**src/hw/rtl/ccr_pkg.sv**
```systemverilog
// Shared types and constants for the drive-command current ramp block.
// Holds fixed-point widths, register indexes, drive action codes and float limits.
// No dependencies.
package ccr_pkg;

    localparam int CURRENT_FRAC_BITS = 8;

    typedef logic signed [19:0] current_t;
    typedef logic signed [18:0] setpoint_t;
    typedef logic [2:0]         cfg_index_t;
    typedef logic [17:0]        cfg_data_t;

    typedef enum logic [1:0] {
        ACT_NONE    = 2'd0,
        ACT_RELEASE = 2'd1,
        ACT_SET     = 2'd2
    } action_t;

    localparam cfg_index_t CFG_BASE_ID        = 3'd0;
    localparam cfg_index_t CFG_GT_MODE        = 3'd1;
    localparam cfg_index_t CFG_PROTOCOL_ON    = 3'd2;
    localparam cfg_index_t CFG_CURRENT_MAX    = 3'd3;
    localparam cfg_index_t CFG_FAN_ON_TEMP    = 3'd4;
    localparam cfg_index_t CFG_FAN_HYSTERESIS = 3'd5;

    localparam logic signed [12:0] CMD_OFFSET = 13'sh100;
    localparam logic signed [12:0] DRIVE_ID   = 13'sh001;

    localparam logic [31:0] FRAC_MIN_BITS = 32'h3C23D70B;
    localparam logic [31:0] ONE_BITS      = 32'h3F800000;
    localparam logic [31:0] INF_BITS      = 32'h7F800000;

    localparam current_t RAMP_STEP = current_t'(2 << CURRENT_FRAC_BITS);
    localparam current_t ONE_AMP   = current_t'(1 << CURRENT_FRAC_BITS);

    localparam logic [10:0]       RST_BASE_ID        = 11'd0;
    localparam logic              RST_GT_MODE        = 1'b1;
    localparam logic              RST_PROTOCOL_ON    = 1'b0;
    localparam logic [17:0]       RST_CURRENT_MAX    = 18'd0;
    localparam logic signed [8:0] RST_FAN_ON_TEMP    = 9'sd80;
    localparam logic [5:0]        RST_FAN_HYSTERESIS = 6'd10;

endpackage

```
**src/hw/rtl/can_drive_current_ramp.sv**
```systemverilog
// Drive-command receiver: frame decode, float-to-current conversion, current ramp, fan flag.
// Depends on ccr_pkg.
//
//  channel  | handshake              | payload
//  ---------+------------------------+---------------------------------------------------
//  in       | in_valid / in_ready    | cmd, frame_id, velocity_word, current_word, fet_temp
//  cfg      | cfg_valid / cfg_ready  | cfg_index, cfg_data
//  out      | out_valid / out_ready  | frame_accepted, drive_action, current_setpoint, fan_on
//
// One item per cycle while out_ready takes the results; an input register, then a result register.
// The 24x18 fraction multiply and the ramp step sit between those two registers.
// Reset clears configuration to its defaults, commanded and ramped current to zero, fan off.
// A stalled result holds the result register; the input register still takes one more item.
// cfg_ready is always high.
module can_drive_current_ramp
(
    input  logic                  clk,
    input  logic                  rst_n,

    input  logic                  in_valid,
    output logic                  in_ready,
    input  logic                  cmd,
    input  logic [10:0]           frame_id,
    input  logic [31:0]           velocity_word,
    input  logic [31:0]           current_word,
    input  logic signed [8:0]     fet_temp,

    input  logic                  cfg_valid,
    output logic                  cfg_ready,
    input  ccr_pkg::cfg_index_t   cfg_index,
    input  ccr_pkg::cfg_data_t    cfg_data,

    output logic                  out_valid,
    input  logic                  out_ready,
    output logic                  frame_accepted,
    output logic [1:0]            drive_action,
    output ccr_pkg::setpoint_t    current_setpoint,
    output logic                  fan_on
);

    logic [10:0]       base_id_reg;
    logic              gt_mode_reg;
    logic              protocol_on_reg;
    logic [17:0]       current_max_reg;
    logic signed [8:0] fan_on_temp_reg;
    logic [5:0]        fan_hysteresis_reg;

    ccr_pkg::current_t commanded_reg;
    ccr_pkg::current_t commanded_next;
    ccr_pkg::current_t ramped_reg;
    ccr_pkg::current_t ramped_next;
    logic              fan_state_reg;
    logic              fan_state_next;

    logic              s1_valid_reg;
    logic              s1_cmd_reg;
    logic [10:0]       s1_frame_id_reg;
    logic [31:0]       s1_velocity_reg;
    logic [31:0]       s1_current_reg;
    logic signed [8:0] s1_temp_reg;

    logic                 out_valid_reg;
    logic                 accepted_reg;
    logic                 accepted_next;
    ccr_pkg::action_t     action_reg;
    ccr_pkg::action_t     action_next;
    ccr_pkg::setpoint_t   setpoint_reg;
    ccr_pkg::setpoint_t   setpoint_next;

    logic s1_advance;
    logic in_fire;

    logic signed [12:0] target_id;
    logic               id_match;
    logic               frac_ok;
    logic               vel_positive;
    logic [2:0]         exp_k;
    logic [23:0]        mantissa;
    logic [41:0]        product;
    logic [41:0]        product_shifted;
    logic [20:0]        round_sum;
    ccr_pkg::current_t  magnitude;
    ccr_pkg::current_t  converted;

    logic signed [20:0] delta_raw;
    logic signed [20:0] delta_clamped;
    logic               release_zone;

    logic signed [9:0]  temp_ext;
    logic signed [9:0]  on_temp_ext;
    logic signed [9:0]  off_temp;

    assign s1_advance = s1_valid_reg && (!out_valid_reg || out_ready);
    assign in_ready   = !s1_valid_reg || s1_advance;
    assign in_fire    = in_valid && in_ready;
    assign cfg_ready  = 1'b1;

    // Frame decode and command conversion
    assign target_id = $signed({2'b00, base_id_reg})
                     + (gt_mode_reg ? ccr_pkg::CMD_OFFSET : -ccr_pkg::CMD_OFFSET)
                     + ccr_pkg::DRIVE_ID;
    assign id_match  = (target_id == $signed({2'b00, s1_frame_id_reg}));

    assign frac_ok      = (s1_current_reg >= ccr_pkg::FRAC_MIN_BITS)
                       && (s1_current_reg <= ccr_pkg::ONE_BITS);
    assign vel_positive = (s1_velocity_reg > ccr_pkg::ONE_BITS)
                       && (s1_velocity_reg <= ccr_pkg::INF_BITS);

    // Exponent 120..127 maps to an extra shift of 7..0
    assign exp_k           = ~s1_current_reg[25:23];
    assign mantissa        = {1'b1, s1_current_reg[22:0]};
    assign product         = 42'(mantissa) * 42'(current_max_reg);
    assign product_shifted = product >> (6'd22 + 6'(exp_k));
    assign round_sum       = {1'b0, product_shifted[19:0]} + 21'd1;
    assign magnitude       = ccr_pkg::current_t'(round_sum[20:1]);

    always_comb
    begin
        if (!frac_ok)
        begin
            converted = '0;
        end
        else if (vel_positive)
        begin
            converted = magnitude;
        end
        else
        begin
            converted = -magnitude;
        end
    end

    // Ramp and fan
    assign delta_raw = {commanded_reg[19], commanded_reg} - {ramped_reg[19], ramped_reg};

    always_comb
    begin
        if (delta_raw > 21'(ccr_pkg::RAMP_STEP))
        begin
            delta_clamped = 21'(ccr_pkg::RAMP_STEP);
        end
        else if (delta_raw < -21'(ccr_pkg::RAMP_STEP))
        begin
            delta_clamped = -21'(ccr_pkg::RAMP_STEP);
        end
        else
        begin
            delta_clamped = delta_raw;
        end
    end

    assign temp_ext    = {s1_temp_reg[8], s1_temp_reg};
    assign on_temp_ext = {fan_on_temp_reg[8], fan_on_temp_reg};
    assign off_temp    = on_temp_ext - $signed({4'b0000, fan_hysteresis_reg});

    always_comb
    begin
        commanded_next = commanded_reg;
        ramped_next    = ramped_reg;
        fan_state_next = fan_state_reg;
        accepted_next  = 1'b0;
        action_next    = ccr_pkg::ACT_NONE;
        setpoint_next  = '0;
        release_zone   = 1'b0;
        if (protocol_on_reg)
        begin
            if (!s1_cmd_reg)
            begin
                if (id_match)
                begin
                    commanded_next = converted;
                    accepted_next  = 1'b1;
                end
            end
            else
            begin
                ramped_next  = ramped_reg + delta_clamped[19:0];
                release_zone = (ramped_next < ccr_pkg::ONE_AMP)
                            && (ramped_next > -ccr_pkg::ONE_AMP);
                if (release_zone)
                begin
                    action_next = ccr_pkg::ACT_RELEASE;
                end
                else
                begin
                    action_next   = ccr_pkg::ACT_SET;
                    setpoint_next = ramped_next[18:0];
                end
                if (temp_ext >= on_temp_ext)
                begin
                    fan_state_next = 1'b1;
                end
                else if (temp_ext <= off_temp)
                begin
                    fan_state_next = 1'b0;
                end
            end
        end
    end

    // Control, configuration and state
    always_ff @(posedge clk or negedge rst_n)
    begin
        if (!rst_n)
        begin
            base_id_reg        <= ccr_pkg::RST_BASE_ID;
            gt_mode_reg        <= ccr_pkg::RST_GT_MODE;
            protocol_on_reg    <= ccr_pkg::RST_PROTOCOL_ON;
            current_max_reg    <= ccr_pkg::RST_CURRENT_MAX;
            fan_on_temp_reg    <= ccr_pkg::RST_FAN_ON_TEMP;
            fan_hysteresis_reg <= ccr_pkg::RST_FAN_HYSTERESIS;
            commanded_reg      <= '0;
            ramped_reg         <= '0;
            fan_state_reg      <= 1'b0;
            s1_valid_reg       <= 1'b0;
            out_valid_reg      <= 1'b0;
        end
        else
        begin
            if (cfg_valid && cfg_ready)
            begin
                unique case (cfg_index)
                    ccr_pkg::CFG_BASE_ID:        base_id_reg        <= cfg_data[10:0];
                    ccr_pkg::CFG_GT_MODE:        gt_mode_reg        <= cfg_data[0];
                    ccr_pkg::CFG_PROTOCOL_ON:    protocol_on_reg    <= cfg_data[0];
                    ccr_pkg::CFG_CURRENT_MAX:    current_max_reg    <= cfg_data[17:0];
                    ccr_pkg::CFG_FAN_ON_TEMP:    fan_on_temp_reg    <= $signed(cfg_data[8:0]);
                    ccr_pkg::CFG_FAN_HYSTERESIS: fan_hysteresis_reg <= cfg_data[5:0];
                    default:                     ;
                endcase
            end
            if (s1_advance)
            begin
                commanded_reg <= commanded_next;
                ramped_reg    <= ramped_next;
                fan_state_reg <= fan_state_next;
            end
            if (in_ready)
            begin
                s1_valid_reg <= in_valid;
            end
            if (s1_advance)
            begin
                out_valid_reg <= 1'b1;
            end
            else if (out_ready)
            begin
                out_valid_reg <= 1'b0;
            end
        end
    end

    // Payload
    always_ff @(posedge clk)
    begin
        if (in_fire)
        begin
            s1_cmd_reg      <= cmd;
            s1_frame_id_reg <= frame_id;
            s1_velocity_reg <= velocity_word;
            s1_current_reg  <= current_word;
            s1_temp_reg     <= fet_temp;
        end
        if (s1_advance)
        begin
            accepted_reg <= accepted_next;
            action_reg   <= action_next;
            setpoint_reg <= setpoint_next;
        end
    end

    logic fan_out_reg;

    always_ff @(posedge clk)
    begin
        if (s1_advance)
        begin
            fan_out_reg <= fan_state_next;
        end
    end

    assign out_valid        = out_valid_reg;
    assign frame_accepted   = accepted_reg;
    assign drive_action     = action_reg;
    assign current_setpoint = setpoint_reg;
    assign fan_on           = fan_out_reg;

    a_frame_no_action: assert property (@(posedge clk) disable iff (!rst_n)
        (out_valid && frame_accepted) |-> (drive_action == ccr_pkg::ACT_NONE))
        else $error("accepted frame carries a drive action");

    a_setpoint_only_on_set: assert property (@(posedge clk) disable iff (!rst_n)
        (out_valid && (drive_action != ccr_pkg::ACT_SET)) |-> (current_setpoint == '0))
        else $error("nonzero setpoint without set action");

    a_ramp_step_bound: assert property (@(posedge clk) disable iff (!rst_n)
        1'b1 |=> ((21'(ramped_reg) - 21'($past(ramped_reg)) <= 21'(ccr_pkg::RAMP_STEP))
               && (21'(ramped_reg) - 21'($past(ramped_reg)) >= -21'(ccr_pkg::RAMP_STEP))))
        else $error("ramped current moved more than one step");

    a_state_hold_when_stalled: assert property (@(posedge clk) disable iff (!rst_n)
        !s1_advance |=> $stable(commanded_reg) && $stable(ramped_reg) && $stable(fan_state_reg))
        else $error("state changed without an item advancing");

endmodule

```
**config.mk**
```make
export PLATFORM = sky130hd
export DESIGN_NAME = can_drive_current_ramp
export DESIGN_NICKNAME = d
export VERILOG_FILES = /design/src/hw/rtl/ccr_pkg.sv /design/src/hw/rtl/can_drive_current_ramp.sv
export SDC_FILE = /design/constraint.sdc
export NUM_CORES = 1
export LEC_CHECK = 0
export CAP_MARGIN = 20
export CORE_UTILIZATION = 38
export DETAILED_ROUTE_END_ITERATION = 8
export DONT_BUFFER_PORTS = 1
export SYNTH_ARGS = -nofsm -noshare
export SYNTH_HDL_FRONTEND = slang
export SYNTH_SLANG_ARGS = --single-unit
```
**constraint.sdc**
```tcl
create_clock -name clk -period 23.1 [get_ports clk]
set_input_delay 4.62 -clock clk [delete_from_list [all_inputs] [get_ports clk]]
set_output_delay 4.62 -clock clk [all_outputs]
set_load 0.005 [all_outputs]
```
==> summary.txt <==
Routing
  • Wire per inst: 18.80 um
  • Drt drc: 0
  • Via density: between 5 and 6
  • Final wirelength: ~71000 um
  • Initial DRC Count: approximately 1600
  • Antenna Nets Post-Route: 0
  • Drt pass-1 iters: 6
  • Vias: around 20000

Logic synthesis
  • Main area contributors after synthesis: fa_1 27%, edfxtp_1 12%, ha_1 8.7%, dfrtp_1 7.9%, inv_1 7.1%
  • Synth unique cells: between 100 and 150
  • Most instantiated cells after synthesis: 500 x inv_1, 403 x nand2_1, 353 x fa_1, 183 x ha_1, 159 x and2_1
  • Cell count after synthesis: 2919
  • Number of synthesized flops with an enable pin: 108
  • Synth Register Bits: 197
  • Main synth FF type: edfxtp_1
  • Synth Net Count: 3566
  • YS warnings: 0
  • Seq/Total Area, Yosys: about a fifth
  • Top-area cell type share of the netlist area: about a quarter
  • Mapped Avg Cell Area: about 9.1 um^2
  • Cell area after synthesis: 26460 um^2
  • Area leader, netlist: fa_1
  • Most numerous cell in the Yosys netlist: inv_1
  • Synth async-reset ratio: between 40% and 50%

Worst setup path
  • Cell count along the critical path: 31
  • CP Buf/Inv Count: 5
  • Reg2reg path depth: 31
  • CP Capture Type: flop
  • Worst endpoint data arrival time: around 11 ns
  • FF-to-FF Start: current_max_reg[5]
  • CP top delay family: adder cells
  • Critical Path End: commanded_reg[18]
  • R2R Setup Slk: 12.89 ns
  • Setup crit start: current_max_reg[5]
  • Crit Path Max Fanout: 25
  • CP dominant cell by count: fa_1
  • Reg-to-reg endpoint: commanded_reg[18]
  • Largest stage delay on the critical path: around 1.1 ns
  • Worst Path Required: between 20 and 25 ns
  • Startpoint Class: flop
  • Cell at the slowest stage of the critical path: dfrtp_1
  • WS Path Type: flop to flop

Timing
  • Max Clk Rate: between 0.09 and 0.1 GHz
  • Fin. Hold Viols: 0
  • Period utilization: approximately 44%
  • Clock Skew: a little over 0.02 ns
  • Setup-failing EPs final: 0
  • RSZ-0062 raised after global routing: no
  • Slew @ Worst Pin: between 1 and 1.5 ns
  • Slew Limit Fails: 0
  • Setup TNS: 0 ns
  • Slew headroom: 27.40%
  • Tmin final: 10.21 ns

Clock tree
  • Hold_buf cts: 0
  • Clock latency on the worst-skew pair: roughly 0.5 ns
  • Clock Pin Slew Worst Setup and Hold Paths: roughly 0.090 ns
  • # H-tree levels: 4
  • TritonCTS Sinks: around 200
  • CTS tree: done
  • CTS buffer count: 17
  • Clk Tree Root Cell: clkbuf_16
  • Setup bufs post-CTS: 0
  • Post-CTS sizing: 0
  • CTS max path bufs: 2

Global route
  • Met1 Use GR: between 20% and 30%
  • Largest net degree at the start of global routing: 90
  • First-pass GRT wire length: 115500 um
  • Grt total ovfl: 0
  • Most used routing layer: met2
  • GR met3 Demand/Resource: around 3.3%
  • Initial antenna violation count: 6
  • Met2 usage: between 30% and 40%
  • GRT Total Usage: 20.94%
  • Vias in the first global route: between 20000 and 25000

Finish
  • Nets: ~3500
  • Fraction of layout cells with a size suffix above 1: 5.520%
  • P&R area growth vs syn: 5.664%

Floorplan
  • # IOs: about 140
  • Die Footprint: about 71000 um^2
  • Starting density of the core: a little under 40%
  • Num rows: 96
  • Die X: roughly 270 um
  • Core area: between 60000 and 70000 um^2
  • Die Ht: approximately 270 um

Min path
  • Worst Hold Class: flop to flop

Flow run
  • Max Cap Viol: 0

Outcome
  • Outcome: finished, final reports clean

Placed design
  • Post-DP HPWL: 54760 um
  • Placer Congestion: roughly 0.98
  • PortBufs: 0
==> per-stage QoR <==
stage	utilization, %	worst slack [ns]	cell area, um^2	instances	hold WS [ns]
floorplan	-	13.69	26460	2919	0.4498
global placement	39.69	13.08	27270	3740	0.4683
detailed placement	39.71	13.11	27280	3741	0.4773
CTS	40.61	13.08	27900	3773	0.4993
global route	40.69	12.17	27960	3775	0.5255
finish	40.70	12.89	27960	3776	0.4951
==> worst min-delay path by stage <==
stage / from / endpoint / slack (ns) / depth (start not counted)
after global routing: commanded_reg[2] / commanded_reg[2] / 0.53 / 2
final: commanded_reg[0] / commanded_reg[0] / 0.50 / 2
after detailed placement: commanded_reg[0] / commanded_reg[0] / 0.48 / 2
after floorplan: commanded_reg[0] / commanded_reg[0] / 0.45 / 2
after CTS: commanded_reg[0] / commanded_reg[0] / 0.50 / 2
after global placement: commanded_reg[0] / commanded_reg[0] / 0.47 / 2
==> worst register-to-register path, delay by kind of cell, from the launching register on <==
family                   cells  cell delay (ns)
AO/OA/AOI/OAI               11             3.49
flip-flops                   1             1.07
XOR/XNOR                     1             0.17
AND/OR/NAND/NOR              6             1.34
buffers and inverters        5             0.26
adder cells (fa/ha/maj)      8             3.77
==> area by class of cell <==
class / count / area, um^2
Antenna cell: 1 / 2.502
Multi-Input combinational cell: 2091 / 18600
Sequential cell: 197 / 5477
Clock inverter: 15 / 196.4
Fill cell: 6935 / 40740
Timing Repair Buffer: 22 / 212.7
Tap cell: 931 / 1165
Clock buffer: 17 / 425.4
Inverter: 502 / 1884
==> layout by cell type (no fill, tap or decap), types with 24 or more instances in the layout <==
cell,instances
a21o_1,26
a21oi_1,93
and2_1,158
and3_1,27
dfrtp_1,84
edfxtp_1,108
fa_1,353
ha_1,183
inv_1,500
mux2_2,46
nand2_1,403
nand3_1,42
nand4_1,30
nor2_1,120
nor3_1,54
nor4_1,28
o21ai_0,103
xnor2_1,74
xor2_1,24
==> kinds of logic after synthesis <==
logic type / count (synthesis) / share of synthesized area, %
simple gates: 969 / 17.95
buf+inv: 631 / 9.064
fa+ha+maj: 536 / 35.36
compound gates: 423 / 10.90
flops: 197 / 20.70
xor+xnor: 99 / 3.305
mux: 63 / 2.714
other cells: 1 / 0.01417
==> layer usage <==
metal / wire, um / part of all wire [%]
met3: 4209 / 5.9
met4: 1623 / 2.3
met5: 35 / 0.049
met1: 31990 / 45
met2: 33130 / 47
Power is not shown: default switching activity piles up to over one toggle a cycle in this logic, so the estimate is an artifact.
